`src/rtl/ode_residual_stencil_core_defines.svh`:
```
// Assertion macros shared by the stencil core RTL.
// Each macro expands to one labeled concurrent assertion clocked on clk,
// held off while rst_n is low; in synthesis builds each expands to nothing.
`ifndef ODE_RESIDUAL_STENCIL_CORE_DEFINES_SVH
`define ODE_RESIDUAL_STENCIL_CORE_DEFINES_SVH
`ifndef SYNTHESIS
// same-cycle implication
`define ORS_ASSERT_IMP(lbl, ante, cons) \
    lbl: assert property (@(posedge clk) disable iff (!rst_n) (ante) |-> (cons)) \
        else $error("stencil core assertion failed");
// next-cycle implication
`define ORS_ASSERT_NEXT(lbl, ante, cons) \
    lbl: assert property (@(posedge clk) disable iff (!rst_n) (ante) |=> (cons)) \
        else $error("stencil core assertion failed");
`else
`define ORS_ASSERT_IMP(lbl, ante, cons)
`define ORS_ASSERT_NEXT(lbl, ante, cons)
`endif
`endif

```
`src/rtl/ors_pkg.sv`:
```
`default_nettype none

package ors_pkg;

    // Field widths
    localparam int SAMPLE_W = 32;
    localparam int RES_W    = 48;
    localparam int IDX_W    = 12;
    localparam int STEP_W   = 32;
    localparam int INV_W    = 48;
    localparam int NCFG_W   = 13;
    localparam int CFG_IDX_W = 2;
    localparam int CFG_W    = 48;

    // Stencil numerator width: five Q16.16 samples plus 4*step fit here
    localparam int SW = 38;

    // Multiplier operand width (signed, covers every numerator and d2)
    localparam int MOP_W = 49;
    localparam int MAG_W = 48;
    localparam int CHUNK_W = 16;
    localparam int PP_W = MAG_W + CHUNK_W;
    localparam int ACC_W = 2 * MAG_W;
    localparam int WIDE_W = ACC_W + 2;

    // Multiplier sequence steps
    localparam logic [2:0] PH_PP0 = 3'd0;
    localparam logic [2:0] PH_PP1 = 3'd1;
    localparam logic [2:0] PH_PP2 = 3'd2;
    localparam logic [2:0] PH_ACC = 3'd3;
    localparam logic [2:0] PH_SGN = 3'd4;
    localparam logic [2:0] PH_SAT = 3'd5;

    // Cell count limits and register resets
    localparam int MIN_CELLS = 5;
    localparam logic [NCFG_W-1:0] NUM_CELLS_RST = 13'd1000;
    localparam logic [STEP_W-1:0] GRID_STEP_RST = 32'd328;
    localparam logic [INV_W-1:0]  INV_SQ_RST    = 48'd2616199741;
    localparam logic [INV_W-1:0]  INV_CUBE_RST  = 48'd522716708864;

    // Number of entries the final sample of a vector produces
    localparam logic [1:0] FINAL_ENTRIES = 2'd3;

    // Queue between front and back
    localparam int Q_DEPTH = 4;
    localparam int Q_AW    = 2;

    localparam logic signed [RES_W-1:0] SAT_MAX = 48'sh7FFF_FFFF_FFFF;
    localparam logic signed [RES_W-1:0] SAT_MIN = 48'sh8000_0000_0000;

    typedef logic signed [SW-1:0] sw_t;

    typedef enum logic [CFG_IDX_W-1:0] {
        REG_NUM_CELLS = 2'd0,
        REG_GRID_STEP = 2'd1,
        REG_INV_SQ    = 2'd2,
        REG_INV_CUBE  = 2'd3
    } cfg_reg_t;

    typedef enum logic [1:0] {
        ENT_PASS = 2'd0,
        ENT_MID  = 2'd1,
        ENT_NEAR = 2'd2,
        ENT_END  = 2'd3
    } ent_kind_t;

    typedef struct packed {
        logic                        is_pass;
        logic signed [SW-1:0]        s;
        logic signed [SW-1:0]        d;
        logic signed [SAMPLE_W-1:0]  fi;
        logic [IDX_W-1:0]            idx;
        logic                        last;
        logic                        done;
    } ors_entry_t;

    typedef struct packed {
        logic start;
        logic k17;
    } mul_ctrl_t;

    typedef struct packed {
        logic busy;
        logic done;
    } mul_stat_t;

    typedef enum logic [3:0] {
        ST_IDLE    = 4'd0,
        ST_D3_GO   = 4'd1,
        ST_D3_WAIT = 4'd2,
        ST_D2_GO   = 4'd3,
        ST_D2_WAIT = 4'd4,
        ST_P_GO    = 4'd5,
        ST_P_WAIT  = 4'd6,
        ST_SUB     = 4'd7,
        ST_OUT     = 4'd8
    } back_state_t;

    // Clamp a wide signed value to the signed 48-bit range
    function automatic logic signed [RES_W-1:0] sat48(input logic signed [WIDE_W-1:0] v);
        logic hi_zero;
        logic hi_ones;
        hi_zero = (v[WIDE_W-1:RES_W-1] == '0);
        hi_ones = (v[WIDE_W-1:RES_W-1] == '1);
        if (hi_zero || hi_ones)
            sat48 = v[RES_W-1:0];
        else if (v[WIDE_W-1])
            sat48 = SAT_MIN;
        else
            sat48 = SAT_MAX;
    endfunction

endpackage

`default_nettype wire

```
`src/rtl/ors_front.sv`:
```
`default_nettype none

module ors_front
    import ors_pkg::*;
#(
    parameter int MAX_CELLS = 4096
)
(
    input  wire logic                    clk,
    input  wire logic                    rst_n,
    input  wire logic [NCFG_W-1:0]       num_cells,
    input  wire logic [STEP_W-1:0]       grid_step,
    input  wire logic                    in_valid,
    output logic                         in_ready,
    input  wire logic [SAMPLE_W-1:0]     in_sample,
    output logic                         push,
    output ors_entry_t                   push_data,
    input  wire logic                    q_full
);

    localparam int CW = ($clog2(MAX_CELLS + 1) > NCFG_W) ? $clog2(MAX_CELLS + 1) : NCFG_W;

    logic signed [SAMPLE_W-1:0] win_reg [0:4];
    logic [CW-1:0]              cnt_reg;
    logic [1:0]                 pend_reg;
    ent_kind_t                  kind_reg;
    logic [CW-1:0]              idx_reg;

    logic [CW-1:0] n_raw;
    logic [CW-1:0] n_cells;
    logic          accept;
    sw_t           a, b, c, d, e, h;
    ent_kind_t     kind_adv;

    // Clamp the cell count into its legal range
    always_comb
    begin
        n_raw = CW'(num_cells);
        if (n_raw < CW'(MIN_CELLS))
            n_cells = CW'(MIN_CELLS);
        else if (n_raw > CW'(MAX_CELLS))
            n_cells = CW'(MAX_CELLS);
        else
            n_cells = n_raw;
    end

    assign in_ready = (pend_reg == 2'd0);
    assign accept   = in_valid && in_ready;
    assign push     = (pend_reg != 2'd0) && !q_full;

    // Window taps, oldest first
    assign a = sw_t'(win_reg[0]);
    assign b = sw_t'(win_reg[1]);
    assign c = sw_t'(win_reg[2]);
    assign d = sw_t'(win_reg[3]);
    assign e = sw_t'(win_reg[4]);
    assign h = sw_t'(grid_step);

    // Build the stencil numerators for the pending entry
    always_comb
    begin
        push_data.is_pass = (kind_reg == ENT_PASS);
        push_data.idx     = idx_reg[IDX_W-1:0];
        push_data.last    = (pend_reg == 2'd1);
        push_data.done    = (kind_reg == ENT_END);
        case (kind_reg)
            ENT_PASS:
            begin
                push_data.s  = '0;
                push_data.d  = '0;
                push_data.fi = win_reg[4];
            end
            ENT_MID:
            begin
                push_data.s  = -a + (b <<< 1) - (d <<< 1) + e;
                push_data.d  = b - (c <<< 1) + d;
                push_data.fi = win_reg[2];
            end
            ENT_NEAR:
            begin
                push_data.s  = -b + (c <<< 1) + d - (e <<< 1) + (h <<< 2);
                push_data.d  = c - (d <<< 1) + e;
                push_data.fi = win_reg[3];
            end
            default:
            begin
                push_data.s  = e - c - (h <<< 2);
                push_data.d  = d - e + (h <<< 1);
                push_data.fi = win_reg[4];
            end
        endcase
    end

    // Step through the three closing entries of a vector
    always_comb
    begin
        case (kind_reg)
            ENT_MID:  kind_adv = ENT_NEAR;
            ENT_NEAR: kind_adv = ENT_END;
            default:  kind_adv = ENT_END;
        endcase
    end

    // Shift the window, count samples and schedule entries
    always_ff @(posedge clk or negedge rst_n)
    begin
        if (!rst_n)
        begin
            for (int i = 0; i < 5; i++)
                win_reg[i] <= '0;
            cnt_reg  <= '0;
            pend_reg <= '0;
            kind_reg <= ENT_PASS;
            idx_reg  <= '0;
        end
        else if (accept)
        begin
            for (int i = 0; i < 4; i++)
                win_reg[i] <= win_reg[i+1];
            win_reg[4] <= $signed(in_sample);
            if (cnt_reg >= n_cells - CW'(1))
            begin
                cnt_reg  <= '0;
                pend_reg <= FINAL_ENTRIES;
                kind_reg <= ENT_MID;
                idx_reg  <= n_cells - CW'(3);
            end
            else
            begin
                cnt_reg <= cnt_reg + CW'(1);
                if (cnt_reg < CW'(2))
                begin
                    pend_reg <= 2'd1;
                    kind_reg <= ENT_PASS;
                    idx_reg  <= cnt_reg;
                end
                else if (cnt_reg >= CW'(4))
                begin
                    pend_reg <= 2'd1;
                    kind_reg <= ENT_MID;
                    idx_reg  <= cnt_reg - CW'(2);
                end
                else
                begin
                    pend_reg <= 2'd0;
                end
            end
        end
        else if (push)
        begin
            pend_reg <= pend_reg - 2'd1;
            if (pend_reg != 2'd1)
            begin
                kind_reg <= kind_adv;
                idx_reg  <= idx_reg + CW'(1);
            end
        end
    end

endmodule

`default_nettype wire

```
`config.mk`:
```
export PLATFORM = sky130hd
export DESIGN_NAME = ors_front
export DESIGN_NICKNAME = d
export VERILOG_FILES = /design/src/rtl/ode_residual_stencil_core_defines.svh /design/src/rtl/ors_pkg.sv /design/src/rtl/ors_front.sv
export SDC_FILE = /design/constraint.sdc
export NUM_CORES = 2
export LEC_CHECK = 0
export ABC_AREA = 1
export BUFFER_PORTS_ARGS = -buffer_cell sky130_fd_sc_hd__buf_4
export CAP_MARGIN = 20
export CORE_ASPECT_RATIO = 0.6
export CORE_MARGIN = 2
export CORE_UTILIZATION = 40
export CTS_CLUSTER_SIZE = 14
export DETAILED_ROUTE_END_ITERATION = 8
export PLACE_DENSITY = 0.54
export REMOVE_ABC_BUFFERS = 1
export SLEW_MARGIN = 10
export SYNTH_ARGS = -nofsm -noshare
export SYNTH_HDL_FRONTEND = slang
export SYNTH_SLANG_ARGS = --single-unit
```
`constraint.sdc`:
```
create_clock -name clk -period 5.95 [get_ports clk]
set_input_delay 0.8925 -clock clk [delete_from_list [all_inputs] [get_ports clk]]
set_output_delay 0.8925 -clock clk [all_outputs]
set_load 0.05 [all_outputs]
```
==> impl_results.md <==
* Yosys top cell area share at 18.8%
* Clock slew at the register clock pins of the worst setup and hold paths at 90 ps
* Gr usage total at 37.6%
* CTS tree: built
* Detailed-route vias per instance at 5.61
* Final instance area at 0.0350 mm²
* Drt first-iter violations at 4431
* FF-to-FF path depth at 12
* Largest net degree at the start of global routing at 104
* Hold Vio Cnt, Final at 0
* Worst Setup End Kind: output pin
* Distinct cells, synth at 59
* Core box area at 0.0774 mm²
* Register bit total from synthesis at 189
* Critical path type: reg -> out
* Syn Std Cell Area at 0.0312 mm²
* Critical Path Source Type: flop
* Worst slew pin tran at 919 ps
* Global-route wire length before repair at 215000 µm
* Nets@finish at 5459
* Synth Area per Inst at 6.73 µm²
* Max Slew Vio Count at 0
* Seq/Total Area, Yosys at 15.1%
* Wire per inst at 25.4 µm
* Drt first pass iters at 6
* CTS Sinks at 189
* FF-to-FF End: idx_reg[3]$_DFFE_PN0P_
* Clk_lat worst skew at 550 ps
* Die Wd at 365 µm
* Final Setup Violations at 0
* YS warnings at 0
* Layout cells sized above 1 at 8.28%
* Critical path required time at 5060 ps
* Fmax at 169 MHz
* Reg2reg start: cnt_reg[10]$_DFFE_PN0P_
* Die Height at 220 µm
* Tcrit/Tclk final at 99.4%
* Tmin final at 5910 ps
* Yosys top cell by area: fa_1
* GRT overflow at 0
* Core Rows at 79
* Area after DPL at 0.0342 mm²
* Hold Crit Class: in -> async
* Post-synth EDFFs at 0
* Top-count cell post-synth: nand2_1
* Syn Inst Count at 4638
* Port bufs at 205
* Total CTS buffers at 17
* Crit-path max FO at 6
* Area Growth Syn to Fin at 12.0%
* Commonest cells in the netlist: nand2_1 (959), inv_1 (948), o21ai_0 (428)
* Fin Hold WS at 319 ps
* Max_cap viols at 0
* Htree depth at 4
* Initial core utilization at 40.4%
* Non-filler cells, final at 5911
* I/O pin count at 206
* Initial antenna violation count at 10
* Vias at 33.2k
* Post-Route WL at 150000 µm
* Clock skew at 13.9 ps
* Post-synth top flop: dfrtp_1
* Die area at 0.0804 mm²
* Flop2flop setup slack at 3020 ps
* HPWL Detailed at 130000 µm
* Placed Cells at 5874
* RSZ-0062 raised after global routing: yes
* Antenna-violating nets left at 0
* Asr flop ratio synth at 100%
* Outcome: finished clean
* Slew margin rel. at 38.7%
* Vias in the first global route at 30.7k
* Placer congestion estimate at 1.09
* Largest cells by area after synthesis: fa_1 (19%), dfrtp_1 (15%), nand2_1 (12%)
* CTS Root Cell: clkbuf_16
* Max clock buf depth at 2
* # hold bufs at CTS at 0
* Crit path DAT at 5020 ps
* Residual DRC at 0
==> placed cells by master, fill, tap and decap left out, drive strengths merged, types with 2 or more instances in the layout <==
master  instances
nor3           55
a22oi           3
o21a           13
nand2         965
or2            28
a21o           21
buf           266
and2            7
dfrtp         189
clkbuf         18
nor3b           2
o211ai         24
o21bai         30
clkinv          8
a21boi         13
nor2          411
a31oi          17
fa            293
o221ai         37
o21ai         447
xor2           41
nand3         313
nor4            9
a211oi          2
inv           958
diode           2
nand3b         30
ha            241
nand4          46
xnor2          13
and3            4
a21oi         344
==> kinds of logic (layout without fill, tap and decap cells) <==
| group | count (synthesis) | after routing | share of synthesized area, % |
|---|---|---|---|
| compound gates | 956 | 956 | 16.9 |
| xor+xnor | 54 | 54 | 1.51 |
| fa+ha+maj | 534 | 534 | 28.4 |
| buf+inv | 1033 | 1251 | 12.6 |
| flops | 189 | 189 | 15.1 |
| other cells | 0 | 2 | 0 |
| simple gates | 1872 | 1872 | 25.5 |
==> cell type report <==
| type | count | area [µm²] |
|---|---|---|
| Timing Repair Buffer | 266 | 2030 |
| Clock inverter | 13 | 129 |
| Clock buffer | 18 | 439 |
| Sequential cell | 189 | 4730 |
| Antenna cell | 2 | 5.00 |
| Fill cell | 8261 | 42400 |
| Multi-Input combinational cell | 3416 | 22700 |
| Tap cell | 1053 | 1320 |
| Inverter | 954 | 3580 |
==> layer usage <==
metal | vias up | routed length [µm] | global-route usage, %
met4 | 10 | 2580 | 7.13
met5 | - | 62 | 0
met1 | 16000 | 72000 | 58.5
met2 | 1768 | 54100 | 47.2
li1 | 15200 | - | -
met3 | 151 | 21400 | 15.4
==> stage by stage <==
stage | setup WS (ps) | util (%) | TNS, ps
global route | -48.5 | 45.2 | -87.4
global placement | 334 | 44.2 | 0
CTS | 36.1 | 45.0 | 0
finish | 38.2 | 45.2 | 0
detailed placement | 341 | 44.2 | 0
floorplan | -1460 | - | -61170
==> critical path, cell delays in order (launching register included) <==
cell     delay (ps)
dfrtp_1         390
inv_1           170
fa_1            540
inv_1            50
fa_1            480
inv_1            50
fa_1            480
inv_1            60
ha_2            440
nand2_1         180
o21ai_4         270
a21oi_2         150
o21ai_2         290
nand2_1          90
nand2_1         110
a21oi_1          70
o21ai_0         110
nand3_1         260
buf_4           290
==> what timing repair did <==
| action | 4_1_cts | 5_1_grt |
|---|---|---|
| setup buffers | 0 | 4 |
| setup endpoints to repair | 14 | 21 |
| gates resized for setup | 8 | 45 |
| pin swaps | 1 | 5 |
==> worst max path at each step <==
stage | from | to | slack, ps | cells past startpoint
after floorplan | in_valid | idx_reg[0]$_DFFE_PN0P_ | -1460 | 8
after global placement | c[3]$_DFFE_PN0P_ | push_data[113] | 330 | 18
after detailed placement | c[3]$_DFFE_PN0P_ | push_data[113] | 340 | 18
after CTS | c[3]$_DFFE_PN0P_ | push_data[109] | 40 | 18
after global routing | c[3]$_DFFE_PN0P_ | push_data[105] | -50 | 18
final | c[3]$_DFFE_PN0P_ | push_data[105] | 40 | 18
Power is not shown: default switching activity piles up to over one toggle a cycle in this logic, so the estimate is an artifact.
