[config.mk]
export PLATFORM = sky130hd
export DESIGN_NAME = ors_queue
export DESIGN_NICKNAME = d
export VERILOG_FILES = /design/src/rtl/ode_residual_stencil_core_defines.svh /design/src/rtl/ors_pkg.sv /design/src/rtl/ors_queue.sv
export SDC_FILE = /design/constraint.sdc
export NUM_CORES = 1
export LEC_CHECK = 0
export BUFFER_PORTS_ARGS = -buffer_cell sky130_fd_sc_hd__buf_4
export CAP_MARGIN = 10
export CORE_AREA = 5 5 180 182
export DETAILED_ROUTE_END_ITERATION = 8
export DIE_AREA = 0 0 185 187
export PLACE_DENSITY = 0.82
export SLEW_MARGIN = 20
export SYNTH_ARGS = -nofsm -noshare
export SYNTH_HDL_FRONTEND = slang
export SYNTH_SLANG_ARGS = --single-unit
[constraint.sdc]
create_clock -name clk -period 7.7 [get_ports clk]
set_input_delay 2.31 -clock clk [delete_from_list [all_inputs] [get_ports clk]]
set_output_delay 2.31 -clock clk [all_outputs]
set_load 0.02 [all_outputs]
[src/rtl/ode_residual_stencil_core_defines.svh]
// Assertion macros shared by the stencil core RTL.
// Each macro expands to one labeled concurrent assertion clocked on clk,
// held off while rst_n is low; in synthesis builds each expands to nothing.
`ifndef ODE_RESIDUAL_STENCIL_CORE_DEFINES_SVH
`define ODE_RESIDUAL_STENCIL_CORE_DEFINES_SVH
`ifndef SYNTHESIS
// same-cycle implication
`define ORS_ASSERT_IMP(lbl, ante, cons) \
    lbl: assert property (@(posedge clk) disable iff (!rst_n) (ante) |-> (cons)) \
        else $error("stencil core assertion failed");
// next-cycle implication
`define ORS_ASSERT_NEXT(lbl, ante, cons) \
    lbl: assert property (@(posedge clk) disable iff (!rst_n) (ante) |=> (cons)) \
        else $error("stencil core assertion failed");
`else
`define ORS_ASSERT_IMP(lbl, ante, cons)
`define ORS_ASSERT_NEXT(lbl, ante, cons)
`endif
`endif

[src/rtl/ors_pkg.sv]
`default_nettype none

package ors_pkg;

    // Field widths
    localparam int SAMPLE_W = 32;
    localparam int RES_W    = 48;
    localparam int IDX_W    = 12;
    localparam int STEP_W   = 32;
    localparam int INV_W    = 48;
    localparam int NCFG_W   = 13;
    localparam int CFG_IDX_W = 2;
    localparam int CFG_W    = 48;

    // Stencil numerator width: five Q16.16 samples plus 4*step fit here
    localparam int SW = 38;

    // Multiplier operand width (signed, covers every numerator and d2)
    localparam int MOP_W = 49;
    localparam int MAG_W = 48;
    localparam int CHUNK_W = 16;
    localparam int PP_W = MAG_W + CHUNK_W;
    localparam int ACC_W = 2 * MAG_W;
    localparam int WIDE_W = ACC_W + 2;

    // Multiplier sequence steps
    localparam logic [2:0] PH_PP0 = 3'd0;
    localparam logic [2:0] PH_PP1 = 3'd1;
    localparam logic [2:0] PH_PP2 = 3'd2;
    localparam logic [2:0] PH_ACC = 3'd3;
    localparam logic [2:0] PH_SGN = 3'd4;
    localparam logic [2:0] PH_SAT = 3'd5;

    // Cell count limits and register resets
    localparam int MIN_CELLS = 5;
    localparam logic [NCFG_W-1:0] NUM_CELLS_RST = 13'd1000;
    localparam logic [STEP_W-1:0] GRID_STEP_RST = 32'd328;
    localparam logic [INV_W-1:0]  INV_SQ_RST    = 48'd2616199741;
    localparam logic [INV_W-1:0]  INV_CUBE_RST  = 48'd522716708864;

    // Number of entries the final sample of a vector produces
    localparam logic [1:0] FINAL_ENTRIES = 2'd3;

    // Queue between front and back
    localparam int Q_DEPTH = 4;
    localparam int Q_AW    = 2;

    localparam logic signed [RES_W-1:0] SAT_MAX = 48'sh7FFF_FFFF_FFFF;
    localparam logic signed [RES_W-1:0] SAT_MIN = 48'sh8000_0000_0000;

    typedef logic signed [SW-1:0] sw_t;

    typedef enum logic [CFG_IDX_W-1:0] {
        REG_NUM_CELLS = 2'd0,
        REG_GRID_STEP = 2'd1,
        REG_INV_SQ    = 2'd2,
        REG_INV_CUBE  = 2'd3
    } cfg_reg_t;

    typedef enum logic [1:0] {
        ENT_PASS = 2'd0,
        ENT_MID  = 2'd1,
        ENT_NEAR = 2'd2,
        ENT_END  = 2'd3
    } ent_kind_t;

    typedef struct packed {
        logic                        is_pass;
        logic signed [SW-1:0]        s;
        logic signed [SW-1:0]        d;
        logic signed [SAMPLE_W-1:0]  fi;
        logic [IDX_W-1:0]            idx;
        logic                        last;
        logic                        done;
    } ors_entry_t;

    typedef struct packed {
        logic start;
        logic k17;
    } mul_ctrl_t;

    typedef struct packed {
        logic busy;
        logic done;
    } mul_stat_t;

    typedef enum logic [3:0] {
        ST_IDLE    = 4'd0,
        ST_D3_GO   = 4'd1,
        ST_D3_WAIT = 4'd2,
        ST_D2_GO   = 4'd3,
        ST_D2_WAIT = 4'd4,
        ST_P_GO    = 4'd5,
        ST_P_WAIT  = 4'd6,
        ST_SUB     = 4'd7,
        ST_OUT     = 4'd8
    } back_state_t;

    // Clamp a wide signed value to the signed 48-bit range
    function automatic logic signed [RES_W-1:0] sat48(input logic signed [WIDE_W-1:0] v);
        logic hi_zero;
        logic hi_ones;
        hi_zero = (v[WIDE_W-1:RES_W-1] == '0);
        hi_ones = (v[WIDE_W-1:RES_W-1] == '1);
        if (hi_zero || hi_ones)
            sat48 = v[RES_W-1:0];
        else if (v[WIDE_W-1])
            sat48 = SAT_MIN;
        else
            sat48 = SAT_MAX;
    endfunction

endpackage

`default_nettype wire

[src/rtl/ors_queue.sv]
`default_nettype none

module ors_queue
    import ors_pkg::*;
(
    input  wire logic       clk,
    input  wire logic       rst_n,
    input  wire logic       push,
    input  wire ors_entry_t push_data,
    output logic            full,
    input  wire logic       pop,
    output logic            valid,
    output ors_entry_t      head
);

    ors_entry_t        q_mem [Q_DEPTH];
    logic [Q_AW-1:0]   wr_ptr_reg;
    logic [Q_AW-1:0]   rd_ptr_reg;
    logic [Q_AW:0]     count_reg;
    logic              do_push;
    logic              do_pop;

    assign full    = (count_reg == (Q_AW+1)'(Q_DEPTH));
    assign valid   = (count_reg != '0);
    assign head    = q_mem[rd_ptr_reg];
    assign do_push = push && !full;
    assign do_pop  = pop && valid;

    // Store entries
    always_ff @(posedge clk)
    begin
        if (do_push)
            q_mem[wr_ptr_reg] <= push_data;
    end

    // Advance pointers and occupancy
    always_ff @(posedge clk or negedge rst_n)
    begin
        if (!rst_n)
        begin
            wr_ptr_reg <= '0;
            rd_ptr_reg <= '0;
            count_reg  <= '0;
        end
        else
        begin
            if (do_push)
                wr_ptr_reg <= wr_ptr_reg + Q_AW'(1);
            if (do_pop)
                rd_ptr_reg <= rd_ptr_reg + Q_AW'(1);
            if (do_push && !do_pop)
                count_reg <= count_reg + (Q_AW+1)'(1);
            else if (do_pop && !do_push)
                count_reg <= count_reg - (Q_AW+1)'(1);
        end
    end

endmodule

`default_nettype wire

==> flow_summary.toml, run 1 <==
[run_status]
status = "complete, no violations"

[yosys]
synth.cell_area_mm2 = 0.01813
synth-seq-area-share_pct = 82.45
synthArstFlopShare_pct = 1.403
synthAdderAreaFrac_pct = 0.4555
syn-num-nets = 811
postSynthCellCount = 678
avgSynthCellArea_um2 = 26.74
synth_top_family_by_area = "multiplexers"
synth-main-ff-cell = "edfxtp_1"
synth_top_area_share_pct = 81.49
synthTopCellsByArea = "edfxtp_1, mux4_2, dfrtp_1, buf_2, buf_6"
synth-seq-cells = 499
synth.largest_area_cell = "edfxtp_1"
synth_warnings = 0
synth_xor_area_share_pct = 0.2898
synth_edf_count = 492
synth-simple-area-share_pct = 0.3174
synth_compound_area_share_pct = 0
yosys.cell_types.count = 20
muxShareOfSynthArea_pct = 15.40

[pwr]
seqPwrFrac_pct = 42.4
powerDensity_mw_per_mm2 = 411.5
p_leak_nw = 7.509
p_clk_share_pct = 25.3
combPwrFrac_pct = 32.3
p_sw_mw = 2.759
ir_drop_v = 0.0003222
intPower_mw = 6.292
finalPower_mw = 9.050
switching_share_pct = 30.48

[clock_network]
cts_setup_buffers = 0
clk_latency_ns = 0.54
ctsResizeCount = 0
cts-root-buf = "clkbuf_16"
htreeDepth = 2
cts_sinks = 499
hold_buffers = 0
cts_buffer_depth = 3
clk_pin_slew_ns = 0.06
cts_tree = "yes"
numCtsBuffers = 47

[layout]
largest_reg_flops = 492
mostFrequentLayoutCells = "edfxtp_1, buf_4, mux4_2"
seqCellArea_mm2 = 0.01496
multi_input_comb_area_mm2 = 0.002995
drive_above_1_share_pct = 46.17
area_delta_synth_final_pct = 21.30
nets = 1094
fillers = 1750
utilization_pct = 72.27
final_common_cell = "edfxtp_1"

[setup_path]
crit_end = "head[37]"
cp_max_fo = 39
crit_start = "rd_ptr_reg[0]$_DFFE_PN0P_"
r2r_start = "count_reg[2]$_DFFE_PN0P_"
r2r-end = "q_mem[3][54]$_DFFE_PP_"
worstRegToRegCells = 4
cp-start-kind = "register"
cp.required_ns = 5.39
crit_type = "reg2out"
r2r_setup_slack_ns = 4.83
cp-end-kind = "output port"
arrival_ns = 2.94

[timing]
finalHoldViolCount = 0
layout_setup_ws_ns = 2.449
worstMarginPinSlew_ns = 0.8281
setup_viol = 0
max_freq_mhz = 190.4
period_minus_slack_ns = 5.251
relSlewSlack_pct = 44.80
rsz0062_at_grt = "no"
finalCritPeriodShare_pct = 68.20
slew_violations = 0
fin_tns_setup_ns = 0
skew_ns = 0.01547

[job]
drv_cap = 0

[place]
dp_hpwl_mm = 22.00
gp_congestion = 0.7282
place_ws_ns = 2.901
port_buffers = 251

[floorplanning]
start_util_pct = 59.58
std_cell_rows = 64
die_w_um = 185
die_h_um = 187
coreArea_mm2 = 0.03043
dieArea_mm2 = 0.03460
io_pins = 252

[routing]
via_count = 8131
route.detailed.drc = 0
avgRoutedWirePerCell_um = 25.65
drt.antenna.violating_nets = 0
drt-initial-drc-count = 724
drtPass1Iterations = 5
routed_wl_mm = 35.63
vias_per_cell = 5.854

[grt]
grt-ovfl-total = 0
grtUsageMet3_pct = 5.932
grt_pass1_wl_mm = 53.96
antenna_found_initial = 4
grt_use_total_pct = 20.77
use_met1_pct = 30.67
top_usage_layer = "met2"
grt_max_degree = 61
grtUsageMet2_pct = 31.77
grt_pass1_vias = 8757

[hold_path]
hold_class = "reg2reg"
power by group through the flow:
| stage | sequential (mW) | clock, mW | combinational (mW) |
|---|---|---|---|
| 2_1_floorplan | 3.78 | 0 | 1.94 |
| 3_3_place_gp | 3.86 | 0 | 2.95 |
| 3_5_place_dp | 3.90 | 0 | 2.97 |
| 4_1_cts | 3.85 | 2.33 | 2.98 |
| 5_1_grt | 3.89 | 2.47 | 3.09 |
| 6_report | 3.84 | 2.29 | 2.92 |
logic make-up (layout without fill, tap and decap cells):
logic type / count (synthesis) / after routing
multiplexers: 125 / 125
buffers and inverters: 32 / 346
flip-flops: 499 / 499
other: 0 / 1
AND/OR/NAND/NOR: 10 / 10
XOR/XNOR: 6 / 6
adder cells (fa/ha/maj): 6 / 6
synth_stat cells, types with 2 or more instances:
cell type	count
clkbuf_1	5
edfxtp_1	492
ha_1	5
buf_2	16
dfrtp_1	7
inv_1	3
and2_1	4
xnor2_1	4
buf_6	7
xor2_1	2
mux2_2	2
mux4_2	123
critical path: stages (launching register included):
cell     delay, ns
dfrtp_4       0.97
buf_4         0.60
mux4_2        0.63
buf_4         0.19
through the flow:
| stage | cell area [µm²] | std cells | hold WS (ns) |
|---|---|---|---|
| 6_report | 21990 | 1389 | 0.4825 |
| 5_1_grt | 21990 | 1388 | 0.5140 |
| 4_1_cts | 21990 | 1388 | 0.4823 |
| 3_5_place_dp | 20450 | 1308 | 0.4703 |
| 3_3_place_gp | 20450 | 1308 | 0.4628 |
| 2_1_floorplan | 18130 | 678 | 0.4471 |
metal layers:
| metal | share of wire, % | routed length (µm) | vias up |
|---|---|---|---|
| met5 | 0.098 | 35 | - |
| met1 | 40 | 14320 | 4227 |
| li1 | - | - | 3490 |
| met4 | 2.0 | 722 | 6 |
| met3 | 9.6 | 3412 | 58 |
| met2 | 48 | 17140 | 350 |
worst min path at each step:
stage                               end  slack [ns]                startpoint  cells after the start
2_1_floorplan  count_reg[2]$_DFFE_PN0P_        0.45  count_reg[2]$_DFFE_PN0P_                      1
3_3_place_gp   count_reg[2]$_DFFE_PN0P_        0.46  count_reg[2]$_DFFE_PN0P_                      1
3_5_place_dp   count_reg[2]$_DFFE_PN0P_        0.47  count_reg[2]$_DFFE_PN0P_                      1
4_1_cts        count_reg[2]$_DFFE_PN0P_        0.48  count_reg[2]$_DFFE_PN0P_                      1
5_1_grt        count_reg[2]$_DFFE_PN0P_        0.51  count_reg[2]$_DFFE_PN0P_                      1
6_report       count_reg[2]$_DFFE_PN0P_        0.48  count_reg[2]$_DFFE_PN0P_                      1
area by class of cell:
| class | count | area share, % |
|---|---|---|
| tap | 396 | 2.253 |
| sequential | 499 | 68.01 |
| multi-input combinational | 147 | 13.62 |
| antenna | 1 | 0.01138 |
| inverter | 3 | 0.05120 |
| clock buffer | 58 | 5.866 |
| clock inverter | 22 | 1.155 |
| timing repair buffer | 263 | 9.035 |
Power figures use the tool's default switching activity.
==> run 2: changes to the inputs <==
--- a/config.mk
+++ b/config.mk
@@ -7,10 +7,10 @@
 export LEC_CHECK = 0
 export BUFFER_PORTS_ARGS = -buffer_cell sky130_fd_sc_hd__buf_4
 export CAP_MARGIN = 10
-export CORE_AREA = 5 5 180 182
+export CORE_AREA = 5 5 195 197
 export DETAILED_ROUTE_END_ITERATION = 8
-export DIE_AREA = 0 0 185 187
-export PLACE_DENSITY = 0.82
+export DIE_AREA = 0 0 200 202
+export PLACE_DENSITY = 0.74
 export SLEW_MARGIN = 20
 export SYNTH_ARGS = -nofsm -noshare
 export SYNTH_HDL_FRONTEND = slang
==> constraint.sdc (replaced) <==
create_clock -name clk -period 4.63 [get_ports clk]
set_input_delay 1.389 -clock clk [delete_from_list [all_inputs] [get_ports clk]]
set_output_delay 1.389 -clock clk [all_outputs]
set_load 0.02 [all_outputs]
==> run 2 against run 1 <==
  * Die area increased by 17%
  * Clock-buffer cell count increased by 8
  * Clock skew increased by 0.0075 ns
  * Critical path depth unchanged
  * Sequential power increased by 62%
  * Final cell count increased by 5.3%
  * Register-to-register slack got worse by 2.6 ns
  * Critical endpoint is now head[93]
  * Routed wire length decreased by 4.7%
  * Via count decreased by 1.7%
  * Non-clock buffer count unchanged
==> flow_summary.toml, run 2 (same netlist as run 1, synthesis figures left out) <==
[grt]
grt_pass1_vias = 8780
grt_use_total_pct = 17.07
grt_pass1_wl_mm = 52.48
grt-ovfl-total = 0
antenna_found_initial = 1
grt_max_degree = 94

[setup_path]
cp.required_ns = 3.24
r2r_setup_slack_ns = 2.23
cp-end-kind = "output port"
crit_start = "rd_ptr_reg[0]$_DFFE_PN0P_"
cp_max_fo = 93
worstRegToRegCells = 4
r2r_start = "count_reg[2]$_DFFE_PN0P_"
r2r-end = "q_mem[3][78]$_DFFE_PP_"
crit_type = "reg2out"
crit_end = "head[93]"
cp-start-kind = "register"
arrival_ns = 2.47

[clock_network]
numCtsBuffers = 49
cts_buffer_depth = 3
cts_setup_buffers = 0
ctsResizeCount = 0
cts-root-buf = "clkbuf_16"
cts_tree = "yes"
hold_buffers = 0
htreeDepth = 2
clk_latency_ns = 0.57
clk_pin_slew_ns = 0.06
cts_sinks = 499

[routing]
drtPass1Iterations = 4
routed_wl_mm = 33.97
via_count = 7990
drt-initial-drc-count = 372
avgRoutedWirePerCell_um = 23.22
vias_per_cell = 5.461
route.detailed.drc = 0
drt.antenna.violating_nets = 0

[floorplanning]
coreArea_mm2 = 0.03608
die_h_um = 202
io_pins = 252
die_w_um = 200
start_util_pct = 50.25
std_cell_rows = 70
dieArea_mm2 = 0.04040

[timing]
setup_viol = 0
relSlewSlack_pct = 45.82
worstMarginPinSlew_ns = 0.8127
skew_ns = 0.02295
rsz0062_at_grt = "no"
max_freq_mhz = 258.9
period_minus_slack_ns = 3.863
fin_tns_setup_ns = 0
slew_violations = 0
finalCritPeriodShare_pct = 83.43
finalHoldViolCount = 0

[run_status]
status = "complete, no violations"

[job]
drv_cap = 0

[place]
port_buffers = 251
gp_congestion = 0.6947
dp_hpwl_mm = 20.14

[layout]
utilization_pct = 61.47
n_antenna_cell = 0
drive_above_1_share_pct = 45.83
largest_reg_flops = 492
mostFrequentLayoutCells = "edfxtp_1, buf_4, mux4_2"
area_delta_synth_final_pct = 22.34
final_common_cell = "edfxtp_1"
nets = 1096
fillers = 2447

[hold_path]
hold_class = "reg2reg"

[pwr]
powerDensity_mw_per_mm2 = 675.7
ir_drop_v = 0.0005541
p_leak_nw = 7.523
[run 2: cell count changes in the layout (fill, tap and decap cells not counted)]
cell,change
clkinv_2,-2
clkbuf_1,+6
clkinvlp_4,+1
buf_12,+10
inv_6,+1
clkbuf_16,+2
diode_2,-1
clkinv_1,-1
buf_4,-10
clkinv_4,-1
bufinv_16,-3
[run 2: power by group]
group	internal (mW)	total, mW	switching [mW]
combinational	2.26	5.00	2.74
clock	2.21	3.75	1.54
sequential	5.97	6.24	0.271
total	10.4	15.0	4.55
[run 2: how the worst min path moves through the flow]
stage                                   from                  endpoint  slack (ns)  depth (start not counted)
floorplan           count_reg[2]$_DFFE_PN0P_  count_reg[2]$_DFFE_PN0P_        0.45                          1
global placement    count_reg[2]$_DFFE_PN0P_  count_reg[2]$_DFFE_PN0P_        0.47                          1
detailed placement  count_reg[2]$_DFFE_PN0P_  count_reg[2]$_DFFE_PN0P_        0.49                          1
CTS                 count_reg[2]$_DFFE_PN0P_  count_reg[2]$_DFFE_PN0P_        0.50                          1
global route        count_reg[2]$_DFFE_PN0P_  count_reg[2]$_DFFE_PN0P_        0.52                          1
finish              count_reg[2]$_DFFE_PN0P_  count_reg[2]$_DFFE_PN0P_        0.50                          1
[run 2: area by class of cell]
type / instances / area [µm²] / area share [%]
clock buffers: 66 / 1363 / 6.143
clock inverters: 17 / 157.7 / 0.7107
inverters: 3 / 11.26 / 0.05077
multi-input cells: 147 / 2995 / 13.50
flip-flops and latches: 499 / 14960 / 67.43
well taps: 468 / 585.6 / 2.640
repair buffers: 263 / 2112 / 9.522
[run 2: worst max-delay path: stages (launching register included)]
cell     delay, ns
dfrtp_4       0.42
buf_12        0.55
mux4_2        0.61
buf_4         0.18
[run 2: per-layer routing]
metal,vias to the layer above,global-route usage (%),wire [µm]
li1,3493,-,-
met2,285,26.11,16410
met3,54,5.968,3492
met1,4156,23.62,13350
met4,2,5.046,704
met5,-,0,13
[run 2: per-stage QoR]
stage               std cells  power (mW)  setup slack (ns)  hold slack [ns]  cell area [µm²]
detailed placement       1380       11.46             1.291           0.4930            20660
CTS                      1463       15.24            0.7063           0.5009            22180
global route             1463       15.71            0.6179           0.5175            22180
global placement         1380       11.39             1.303           0.4659            20660
finish                   1463       14.99            0.7670           0.4993            22180
floorplan                 678       9.457             1.003           0.4471            18140
