**config.mk**
```make
export PLATFORM = sky130hd
export DESIGN_NAME = ors_back
export DESIGN_NICKNAME = d
export VERILOG_FILES = /design/src/rtl/ors_pkg.sv /design/src/rtl/ors_mul.sv /design/src/rtl/ors_back.sv
export VERILOG_INCLUDE_DIRS = /design/src /design/src/rtl
export SDC_FILE = /design/constraint.sdc
export NUM_CORES = 2
export LEC_CHECK = 0
export BUFFER_PORTS_ARGS = -buffer_cell sky130_fd_sc_hd__buf_4
export CAP_MARGIN = 20
export CORE_MARGIN = 2
export CORE_UTILIZATION = 53
export CTS_BUF_LIST = sky130_fd_sc_hd__clkbuf_16
export CTS_CLUSTER_SIZE = 40
export DETAILED_ROUTE_END_ITERATION = 6
export PLACE_DENSITY = 0.71
export SLEW_MARGIN = 20
export SYNTH_ARGS = -nofsm -noshare
export SYNTH_HDL_FRONTEND = slang
export SYNTH_SLANG_ARGS = --single-unit
```
**constraint.sdc**
```tcl
create_clock -name clk -period 15.2 [get_ports clk]
set_clock_uncertainty 0.1 [all_clocks]
set_input_delay 1.52 -clock clk [delete_from_list [all_inputs] [get_ports clk]]
set_output_delay 1.52 -clock clk [all_outputs]
set_load 0.03 [all_outputs]
```
**src/rtl/ode_residual_stencil_core_defines.svh**
```systemverilog
// Assertion macros shared by the stencil core RTL.
// Each macro expands to one labeled concurrent assertion clocked on clk,
// held off while rst_n is low; in synthesis builds each expands to nothing.
`ifndef ODE_RESIDUAL_STENCIL_CORE_DEFINES_SVH
`define ODE_RESIDUAL_STENCIL_CORE_DEFINES_SVH
`ifndef SYNTHESIS
// same-cycle implication
`define ORS_ASSERT_IMP(lbl, ante, cons) \
    lbl: assert property (@(posedge clk) disable iff (!rst_n) (ante) |-> (cons)) \
        else $error("stencil core assertion failed");
// next-cycle implication
`define ORS_ASSERT_NEXT(lbl, ante, cons) \
    lbl: assert property (@(posedge clk) disable iff (!rst_n) (ante) |=> (cons)) \
        else $error("stencil core assertion failed");
`else
`define ORS_ASSERT_IMP(lbl, ante, cons)
`define ORS_ASSERT_NEXT(lbl, ante, cons)
`endif
`endif

```
**src/rtl/ors_pkg.sv**
```systemverilog
`default_nettype none

package ors_pkg;

    // Field widths
    localparam int SAMPLE_W = 32;
    localparam int RES_W    = 48;
    localparam int IDX_W    = 12;
    localparam int STEP_W   = 32;
    localparam int INV_W    = 48;
    localparam int NCFG_W   = 13;
    localparam int CFG_IDX_W = 2;
    localparam int CFG_W    = 48;

    // Stencil numerator width: five Q16.16 samples plus 4*step fit here
    localparam int SW = 38;

    // Multiplier operand width (signed, covers every numerator and d2)
    localparam int MOP_W = 49;
    localparam int MAG_W = 48;
    localparam int CHUNK_W = 16;
    localparam int PP_W = MAG_W + CHUNK_W;
    localparam int ACC_W = 2 * MAG_W;
    localparam int WIDE_W = ACC_W + 2;

    // Multiplier sequence steps
    localparam logic [2:0] PH_PP0 = 3'd0;
    localparam logic [2:0] PH_PP1 = 3'd1;
    localparam logic [2:0] PH_PP2 = 3'd2;
    localparam logic [2:0] PH_ACC = 3'd3;
    localparam logic [2:0] PH_SGN = 3'd4;
    localparam logic [2:0] PH_SAT = 3'd5;

    // Cell count limits and register resets
    localparam int MIN_CELLS = 5;
    localparam logic [NCFG_W-1:0] NUM_CELLS_RST = 13'd1000;
    localparam logic [STEP_W-1:0] GRID_STEP_RST = 32'd328;
    localparam logic [INV_W-1:0]  INV_SQ_RST    = 48'd2616199741;
    localparam logic [INV_W-1:0]  INV_CUBE_RST  = 48'd522716708864;

    // Number of entries the final sample of a vector produces
    localparam logic [1:0] FINAL_ENTRIES = 2'd3;

    // Queue between front and back
    localparam int Q_DEPTH = 4;
    localparam int Q_AW    = 2;

    localparam logic signed [RES_W-1:0] SAT_MAX = 48'sh7FFF_FFFF_FFFF;
    localparam logic signed [RES_W-1:0] SAT_MIN = 48'sh8000_0000_0000;

    typedef logic signed [SW-1:0] sw_t;

    typedef enum logic [CFG_IDX_W-1:0] {
        REG_NUM_CELLS = 2'd0,
        REG_GRID_STEP = 2'd1,
        REG_INV_SQ    = 2'd2,
        REG_INV_CUBE  = 2'd3
    } cfg_reg_t;

    typedef enum logic [1:0] {
        ENT_PASS = 2'd0,
        ENT_MID  = 2'd1,
        ENT_NEAR = 2'd2,
        ENT_END  = 2'd3
    } ent_kind_t;

    typedef struct packed {
        logic                        is_pass;
        logic signed [SW-1:0]        s;
        logic signed [SW-1:0]        d;
        logic signed [SAMPLE_W-1:0]  fi;
        logic [IDX_W-1:0]            idx;
        logic                        last;
        logic                        done;
    } ors_entry_t;

    typedef struct packed {
        logic start;
        logic k17;
    } mul_ctrl_t;

    typedef struct packed {
        logic busy;
        logic done;
    } mul_stat_t;

    typedef enum logic [3:0] {
        ST_IDLE    = 4'd0,
        ST_D3_GO   = 4'd1,
        ST_D3_WAIT = 4'd2,
        ST_D2_GO   = 4'd3,
        ST_D2_WAIT = 4'd4,
        ST_P_GO    = 4'd5,
        ST_P_WAIT  = 4'd6,
        ST_SUB     = 4'd7,
        ST_OUT     = 4'd8
    } back_state_t;

    // Clamp a wide signed value to the signed 48-bit range
    function automatic logic signed [RES_W-1:0] sat48(input logic signed [WIDE_W-1:0] v);
        logic hi_zero;
        logic hi_ones;
        hi_zero = (v[WIDE_W-1:RES_W-1] == '0);
        hi_ones = (v[WIDE_W-1:RES_W-1] == '1);
        if (hi_zero || hi_ones)
            sat48 = v[RES_W-1:0];
        else if (v[WIDE_W-1])
            sat48 = SAT_MIN;
        else
            sat48 = SAT_MAX;
    endfunction

endpackage

`default_nettype wire

```
**src/rtl/ors_mul.sv**
```systemverilog
`default_nettype none

module ors_mul
    import ors_pkg::*;
(
    input  wire logic                     clk,
    input  wire logic                     rst_n,
    input  wire mul_ctrl_t                ctrl,
    input  wire logic signed [MOP_W-1:0]  op_a,
    input  wire logic signed [MOP_W-1:0]  op_b,
    output mul_stat_t                     stat,
    output logic signed [RES_W-1:0]       result
);

    logic [MAG_W-1:0]          a_mag_reg;
    logic [MAG_W-1:0]          b_mag_reg;
    logic                      neg_reg;
    logic                      k17_reg;
    logic [2:0]                phase_reg;
    logic                      busy_reg;
    logic                      done_reg;
    logic [PP_W-1:0]           pp_reg;
    logic [ACC_W-1:0]          acc_reg;
    logic signed [WIDE_W-1:0]  sgn_reg;
    logic signed [RES_W-1:0]   res_reg;

    logic [MOP_W-1:0]          a_abs;
    logic [MOP_W-1:0]          b_abs;
    logic [CHUNK_W-1:0]        chunk;
    logic [PP_W-1:0]           pp_calc;
    logic signed [WIDE_W-1:0]  shifted;

    assign a_abs = op_a[MOP_W-1] ? MOP_W'(-op_a) : MOP_W'(op_a);
    assign b_abs = op_b[MOP_W-1] ? MOP_W'(-op_b) : MOP_W'(op_b);

    // Pick the 16-bit slice of b for this step
    always_comb
    begin
        case (phase_reg)
            PH_PP0:  chunk = b_mag_reg[CHUNK_W-1:0];
            PH_PP1:  chunk = b_mag_reg[2*CHUNK_W-1:CHUNK_W];
            PH_PP2:  chunk = b_mag_reg[3*CHUNK_W-1:2*CHUNK_W];
            default: chunk = '0;
        endcase
    end

    assign pp_calc = a_mag_reg * chunk;
    assign shifted = k17_reg ? (sgn_reg >>> 17) : (sgn_reg >>> 16);

    assign stat.busy = busy_reg;
    assign stat.done = done_reg;
    assign result    = res_reg;

    // Busy flag, done flag and step counter
    always_ff @(posedge clk or negedge rst_n)
    begin
        if (!rst_n)
        begin
            busy_reg  <= 1'b0;
            done_reg  <= 1'b0;
            phase_reg <= PH_PP0;
        end
        else
        begin
            done_reg <= busy_reg && (phase_reg == PH_SAT);
            if (ctrl.start)
            begin
                busy_reg  <= 1'b1;
                phase_reg <= PH_PP0;
            end
            else if (busy_reg)
            begin
                if (phase_reg == PH_SAT)
                    busy_reg <= 1'b0;
                phase_reg <= phase_reg + 3'd1;
            end
        end
    end

    // Operand capture, partial products, accumulate, sign, shift and clamp
    always_ff @(posedge clk)
    begin
        if (ctrl.start)
        begin
            a_mag_reg <= a_abs[MAG_W-1:0];
            b_mag_reg <= b_abs[MAG_W-1:0];
            neg_reg   <= op_a[MOP_W-1] ^ op_b[MOP_W-1];
            k17_reg   <= ctrl.k17;
        end
        pp_reg <= pp_calc;
        if (busy_reg)
        begin
            case (phase_reg)
                PH_PP1:  acc_reg <= ACC_W'(pp_reg);
                PH_PP2:  acc_reg <= acc_reg + {16'd0, pp_reg, 16'd0};
                PH_ACC:  acc_reg <= acc_reg + {pp_reg, 32'd0};
                PH_SGN:  sgn_reg <= neg_reg ? -$signed({2'b00, acc_reg})
                                            : $signed({2'b00, acc_reg});
                PH_SAT:  res_reg <= sat48(shifted);
                default: acc_reg <= acc_reg;
            endcase
        end
    end

endmodule

`default_nettype wire

```
**src/rtl/ors_back.sv**
```systemverilog
`default_nettype none

`include "ode_residual_stencil_core_defines.svh"

module ors_back
    import ors_pkg::*;
(
    input  wire logic                   clk,
    input  wire logic                   rst_n,
    input  wire logic [INV_W-1:0]       inv_step_sq,
    input  wire logic [INV_W-1:0]       inv_step_cube,
    input  wire logic                   q_valid,
    input  wire ors_entry_t             q_head,
    output logic                        q_pop,
    output logic                        out_valid,
    input  wire logic                   out_ready,
    output logic signed [RES_W-1:0]     out_residual,
    output logic [IDX_W-1:0]            out_index,
    output logic                        out_last,
    output logic                        out_done
);

    back_state_t               state_reg;
    back_state_t               state_next;
    ors_entry_t                ent_reg;
    logic signed [RES_W-1:0]   d3_reg;
    logic signed [RES_W-1:0]   d2_reg;
    logic signed [RES_W-1:0]   p_reg;
    logic signed [RES_W-1:0]   res_reg;
    logic                      out_valid_reg;
    logic signed [RES_W-1:0]   out_res_reg;
    logic [IDX_W-1:0]          out_idx_reg;
    logic                      out_last_reg;
    logic                      out_done_reg;

    mul_ctrl_t                 mul_ctrl;
    mul_stat_t                 mul_stat;
    logic signed [MOP_W-1:0]   mul_a;
    logic signed [MOP_W-1:0]   mul_b;
    logic signed [RES_W-1:0]   mul_res;
    logic                      out_load;
    logic signed [RES_W:0]     diff;

    ors_mul u_mul
    (
        .clk    (clk),
        .rst_n  (rst_n),
        .ctrl   (mul_ctrl),
        .op_a   (mul_a),
        .op_b   (mul_b),
        .stat   (mul_stat),
        .result (mul_res)
    );

    // Next state
    always_comb
    begin
        state_next = state_reg;
        case (state_reg)
            ST_IDLE:
            begin
                if (q_valid)
                    state_next = q_head.is_pass ? ST_OUT : ST_D3_GO;
            end
            ST_D3_GO:   state_next = ST_D3_WAIT;
            ST_D3_WAIT: if (mul_stat.done) state_next = ST_D2_GO;
            ST_D2_GO:   state_next = ST_D2_WAIT;
            ST_D2_WAIT: if (mul_stat.done) state_next = ST_P_GO;
            ST_P_GO:    state_next = ST_P_WAIT;
            ST_P_WAIT:  if (mul_stat.done) state_next = ST_SUB;
            ST_SUB:     state_next = ST_OUT;
            ST_OUT:     if (!out_valid_reg || out_ready) state_next = ST_IDLE;
            default:    state_next = ST_IDLE;
        endcase
    end

    // State outputs: pop, multiplier issue and operand select, output load
    always_comb
    begin
        q_pop          = (state_reg == ST_IDLE) && q_valid;
        out_load       = (state_reg == ST_OUT) && (!out_valid_reg || out_ready);
        mul_ctrl.start = 1'b0;
        mul_ctrl.k17   = 1'b0;
        mul_a          = '0;
        mul_b          = '0;
        case (state_reg)
            ST_D3_GO:
            begin
                mul_ctrl.start = 1'b1;
                mul_ctrl.k17   = 1'b1;
                mul_a          = MOP_W'(ent_reg.s);
                mul_b          = $signed({1'b0, inv_step_cube});
            end
            ST_D2_GO:
            begin
                mul_ctrl.start = 1'b1;
                mul_a          = MOP_W'(ent_reg.d);
                mul_b          = $signed({1'b0, inv_step_sq});
            end
            ST_P_GO:
            begin
                mul_ctrl.start = 1'b1;
                mul_a          = MOP_W'(ent_reg.fi);
                mul_b          = MOP_W'(d2_reg);
            end
            default:
            begin
                mul_ctrl.start = 1'b0;
            end
        endcase
    end

    assign diff = (RES_W+1)'(d3_reg) - (RES_W+1)'(p_reg);

    // State register
    always_ff @(posedge clk or negedge rst_n)
    begin
        if (!rst_n)
            state_reg <= ST_IDLE;
        else
            state_reg <= state_next;
    end

    // Hold the entry and the intermediate derivatives
    always_ff @(posedge clk)
    begin
        if (q_pop)
        begin
            ent_reg <= q_head;
            res_reg <= RES_W'(q_head.fi);
        end
        if (state_reg == ST_D3_WAIT && mul_stat.done)
            d3_reg <= mul_res;
        if (state_reg == ST_D2_WAIT && mul_stat.done)
            d2_reg <= mul_res;
        if (state_reg == ST_P_WAIT && mul_stat.done)
            p_reg <= mul_res;
        if (state_reg == ST_SUB)
            res_reg <= sat48(WIDE_W'(diff));
    end

    // Output word register
    always_ff @(posedge clk or negedge rst_n)
    begin
        if (!rst_n)
            out_valid_reg <= 1'b0;
        else if (out_load)
            out_valid_reg <= 1'b1;
        else if (out_ready)
            out_valid_reg <= 1'b0;
    end

    always_ff @(posedge clk)
    begin
        if (out_load)
        begin
            out_res_reg  <= res_reg;
            out_idx_reg  <= ent_reg.idx;
            out_last_reg <= ent_reg.last;
            out_done_reg <= ent_reg.done;
        end
    end

    assign out_valid    = out_valid_reg;
    assign out_residual = out_res_reg;
    assign out_index    = out_idx_reg;
    assign out_last     = out_last_reg;
    assign out_done     = out_done_reg;

    `ORS_ASSERT_IMP(a_mul_free, mul_ctrl.start, !mul_stat.busy)
    `ORS_ASSERT_IMP(a_out_no_clobber, out_load, !out_valid_reg || out_ready)
    `ORS_ASSERT_IMP(a_done_awaited, mul_stat.done,
        state_reg == ST_D3_WAIT || state_reg == ST_D2_WAIT || state_reg == ST_P_WAIT)
    `ORS_ASSERT_NEXT(a_pop_leaves_idle, q_pop, state_reg != ST_IDLE)

endmodule

`default_nettype wire

```
==> flow_summary.ini <==
[clock_tree]
tritoncts = done
cts_buffer_depth = 3
clk_pin_slew_ns = 0.06
postCtsSetupBuffers = 0
htree_levels = 3
hold_buffers = 0
cts_resized = 0
cts.sinks = 774
numCtsBuffers = 85
clock_latency_ns = 0.73
cts-root-buf = clkbuf_16

[placed_design]
post_dp_cell_area_um2 = 68300
numPortBuffers = 286
dp_hpwl_um = 150000
dp.cells = 8132
gp_congestion = 0.951

[floorplanning]
fp.coreArea_um2 = 122000
dieArea_um2 = 125000
start_util_pct = 53.3
die_w_um = 354
rows = 128
die_y_um = 354
pin_count = 287

[worst_setup_path]
endpoint = u_mul.pp_reg[61]
crit_required_ns = 15.69
crit_arrival_ns = 10.58
crit_cells = 28
path_max_fanout = 48
critPathSlowestCell = o41ai_1
reg2reg_setup_slack_ns = 5.12
critPathLaunch = u_mul.phase_reg[1]
critical_path_class = register to register
slowest_delay_ns = 0.93
cpMostUsedCell = fa_1
r2r-start = u_mul.phase_reg[1]
worst_setup_path_start_kind = register
critPathTopFamily = compound AO/OA/AOI/OAI gates
r2r_cells = 28
cp-end-kind = register
crit_buf_inv = 5
rr_endpoint = u_mul.pp_reg[61]

[sta]
setup_viol = 0
tightest_slew_ns = 1.18
slew_headroom_pct = 20.8
final_max_slew_viol_count = 0
fmax_mhz = 99.2
finalSetupTns_ns = 0
rsz0062_at_grt = false
final_hold_viol_count = 0
fin_crit_sh_pct = 66.3
period_minus_slack_ns = 10.08

[run]
drv_cap = 0

[grt]
grt_pass1_wl_um = 297000
grt_usage_pct = 31.2
first_global_vias = 48700
gr-total-overflow = 0
antenna_found_initial = 4
grt_max_degree = 86

[routing]
routed-via-count = 48900
vias_per_cell = 5.90
wl_um = 194000
wire_per_inst_um = 23.4
firstDrtPassIters = 6
final_antenna_net_count = 0
drtIter0Drc = 4640
drc = 0

[synth]
synth-edff-count = 700
ys_seq_area_share_pct = 34.8
synth_flop_cell = edfxtp_1
ys_types = 87
yosys_warnings = 0
ys_async_sr_fraction_pct = 1.29
ys_ff_latch = 774
synth_area_per_cell_um2 = 10.0
syn_inst = 6484
syn_area_um2 = 64800

[layout]
largest_reg_flops = 122
final_nets = 7781
instances_no_fill = 8296
syn_to_final_growth_pct = 9.94
nFillCells = 10200
final_area_um2 = 71300
layout-drive-gt1-share_pct = 7.88

[min_path]
min_path_cells = 0
hold_path_class = register to register

[run_status]
status = finished, final reports clean
metrics by stage:
step	setup slack [ns]	hold WS (ns)	utilization, %
2_1_floorplan	6.72	0.300	-
3_3_place_gp	5.23	0.300	56.2
3_5_place_dp	5.01	0.305	56.2
4_1_cts	4.91	0.288	58.6
5_1_grt	4.59	0.304	58.6
6_report	5.12	0.293	58.6
synthesized netlist by cell type (20+ instances only):
library cell / number / share of area [%]
xor2_1: 116 / 1.6
a22oi_1: 86 / 1.0
mux2i_1: 68 / 1.0
ha_1: 318 / 6.1
edfxtp_1: 700 / 32
a21o_1: 155 / 1.8
o31ai_1: 45 / 0.52
inv_1: 800 / 4.6
nand2_1: 928 / 5.4
xnor2_1: 277 / 3.7
nor2b_1: 36 / 0.35
and3_1: 52 / 0.50
o21a_1: 30 / 0.35
nand4_1: 47 / 0.45
clkbuf_1: 292 / 1.7
nor4_1: 27 / 0.26
o22ai_1: 30 / 0.29
and2_1: 311 / 3.0
or3_1: 25 / 0.24
a211oi_1: 25 / 0.29
nand2b_1: 28 / 0.27
dfxtp_1: 64 / 2.0
a31oi_1: 39 / 0.38
nor2_1: 221 / 1.3
o21bai_1: 43 / 0.50
nor3_1: 62 / 0.48
nand3_1: 95 / 0.73
o21ai_0: 275 / 2.1
fa_1: 645 / 20
a21oi_1: 354 / 2.7
a221oi_1: 20 / 0.27
worst min path at each step:
stage	from	to	slack (ns)
global route	ent_reg[10]	out_index[8]	0.30
global placement	ent_reg[9]	out_index[7]	0.30
floorplan	ent_reg[0]	out_done	0.30
detailed placement	ent_reg[7]	out_index[5]	0.30
CTS	ent_reg[10]	out_index[8]	0.29
finish	ent_reg[10]	out_index[8]	0.29
cell families after synthesis:
logic type	count (synthesis)	synth area share, %
other	1	0.00578
AO/OA/AOI/OAI	1250	12.2
AND/OR/NAND/NOR	1914	14.0
XOR/XNOR	393	5.31
adder cells (fa/ha/maj)	963	26.0
flip-flops	774	34.8
multiplexers	74	1.15
buffers and inverters	1115	6.46
layer usage:
metal / part of all wire, % / track usage [%]
met2: 46 / 49.9
met1: 39 / 40.9
met3: 9.1 / 6.55
met5: 0 / 0
met4: 5.2 / 14.7
final cells by class:
cell class	instances	area [um2]	area share, %
repair buffers	330	2500	3.50
multi-input cells	4604	38300	53.7
well taps	1625	2030	2.85
flip-flops and latches	774	22600	31.6
diodes	5	12.5	0.0176
inverters	800	3000	4.21
clock buffers	88	2200	3.09
clock inverters	70	707	0.992
layout by cell type, fill, tap and decap left out, types with 43 or more instances in the layout:
cell / synthesis / layout
nor2_1: 221 / 218
a21o_1: 155 / 155
dfxtp_1: 64 / 64
nor3_1: 62 / 60
nand2_1: 928 / 927
nand4_1: 47 / 47
nand3_1: 95 / 95
a21oi_1: 354 / 353
a22oi_1: 86 / 86
clkbuf_16: 0 / 88
o21ai_0: 275 / 274
o31ai_1: 45 / 45
and2_1: 311 / 311
o21bai_1: 43 / 43
buf_4: 0 / 329
xnor2_1: 277 / 277
and3_1: 52 / 49
xor2_1: 116 / 116
ha_1: 318 / 318
fa_1: 645 / 645
mux2i_1: 68 / 68
edfxtp_1: 700 / 700
inv_1: 800 / 811
Power is not shown: default switching activity piles up to over one toggle a cycle in this logic, so the estimate is an artifact.
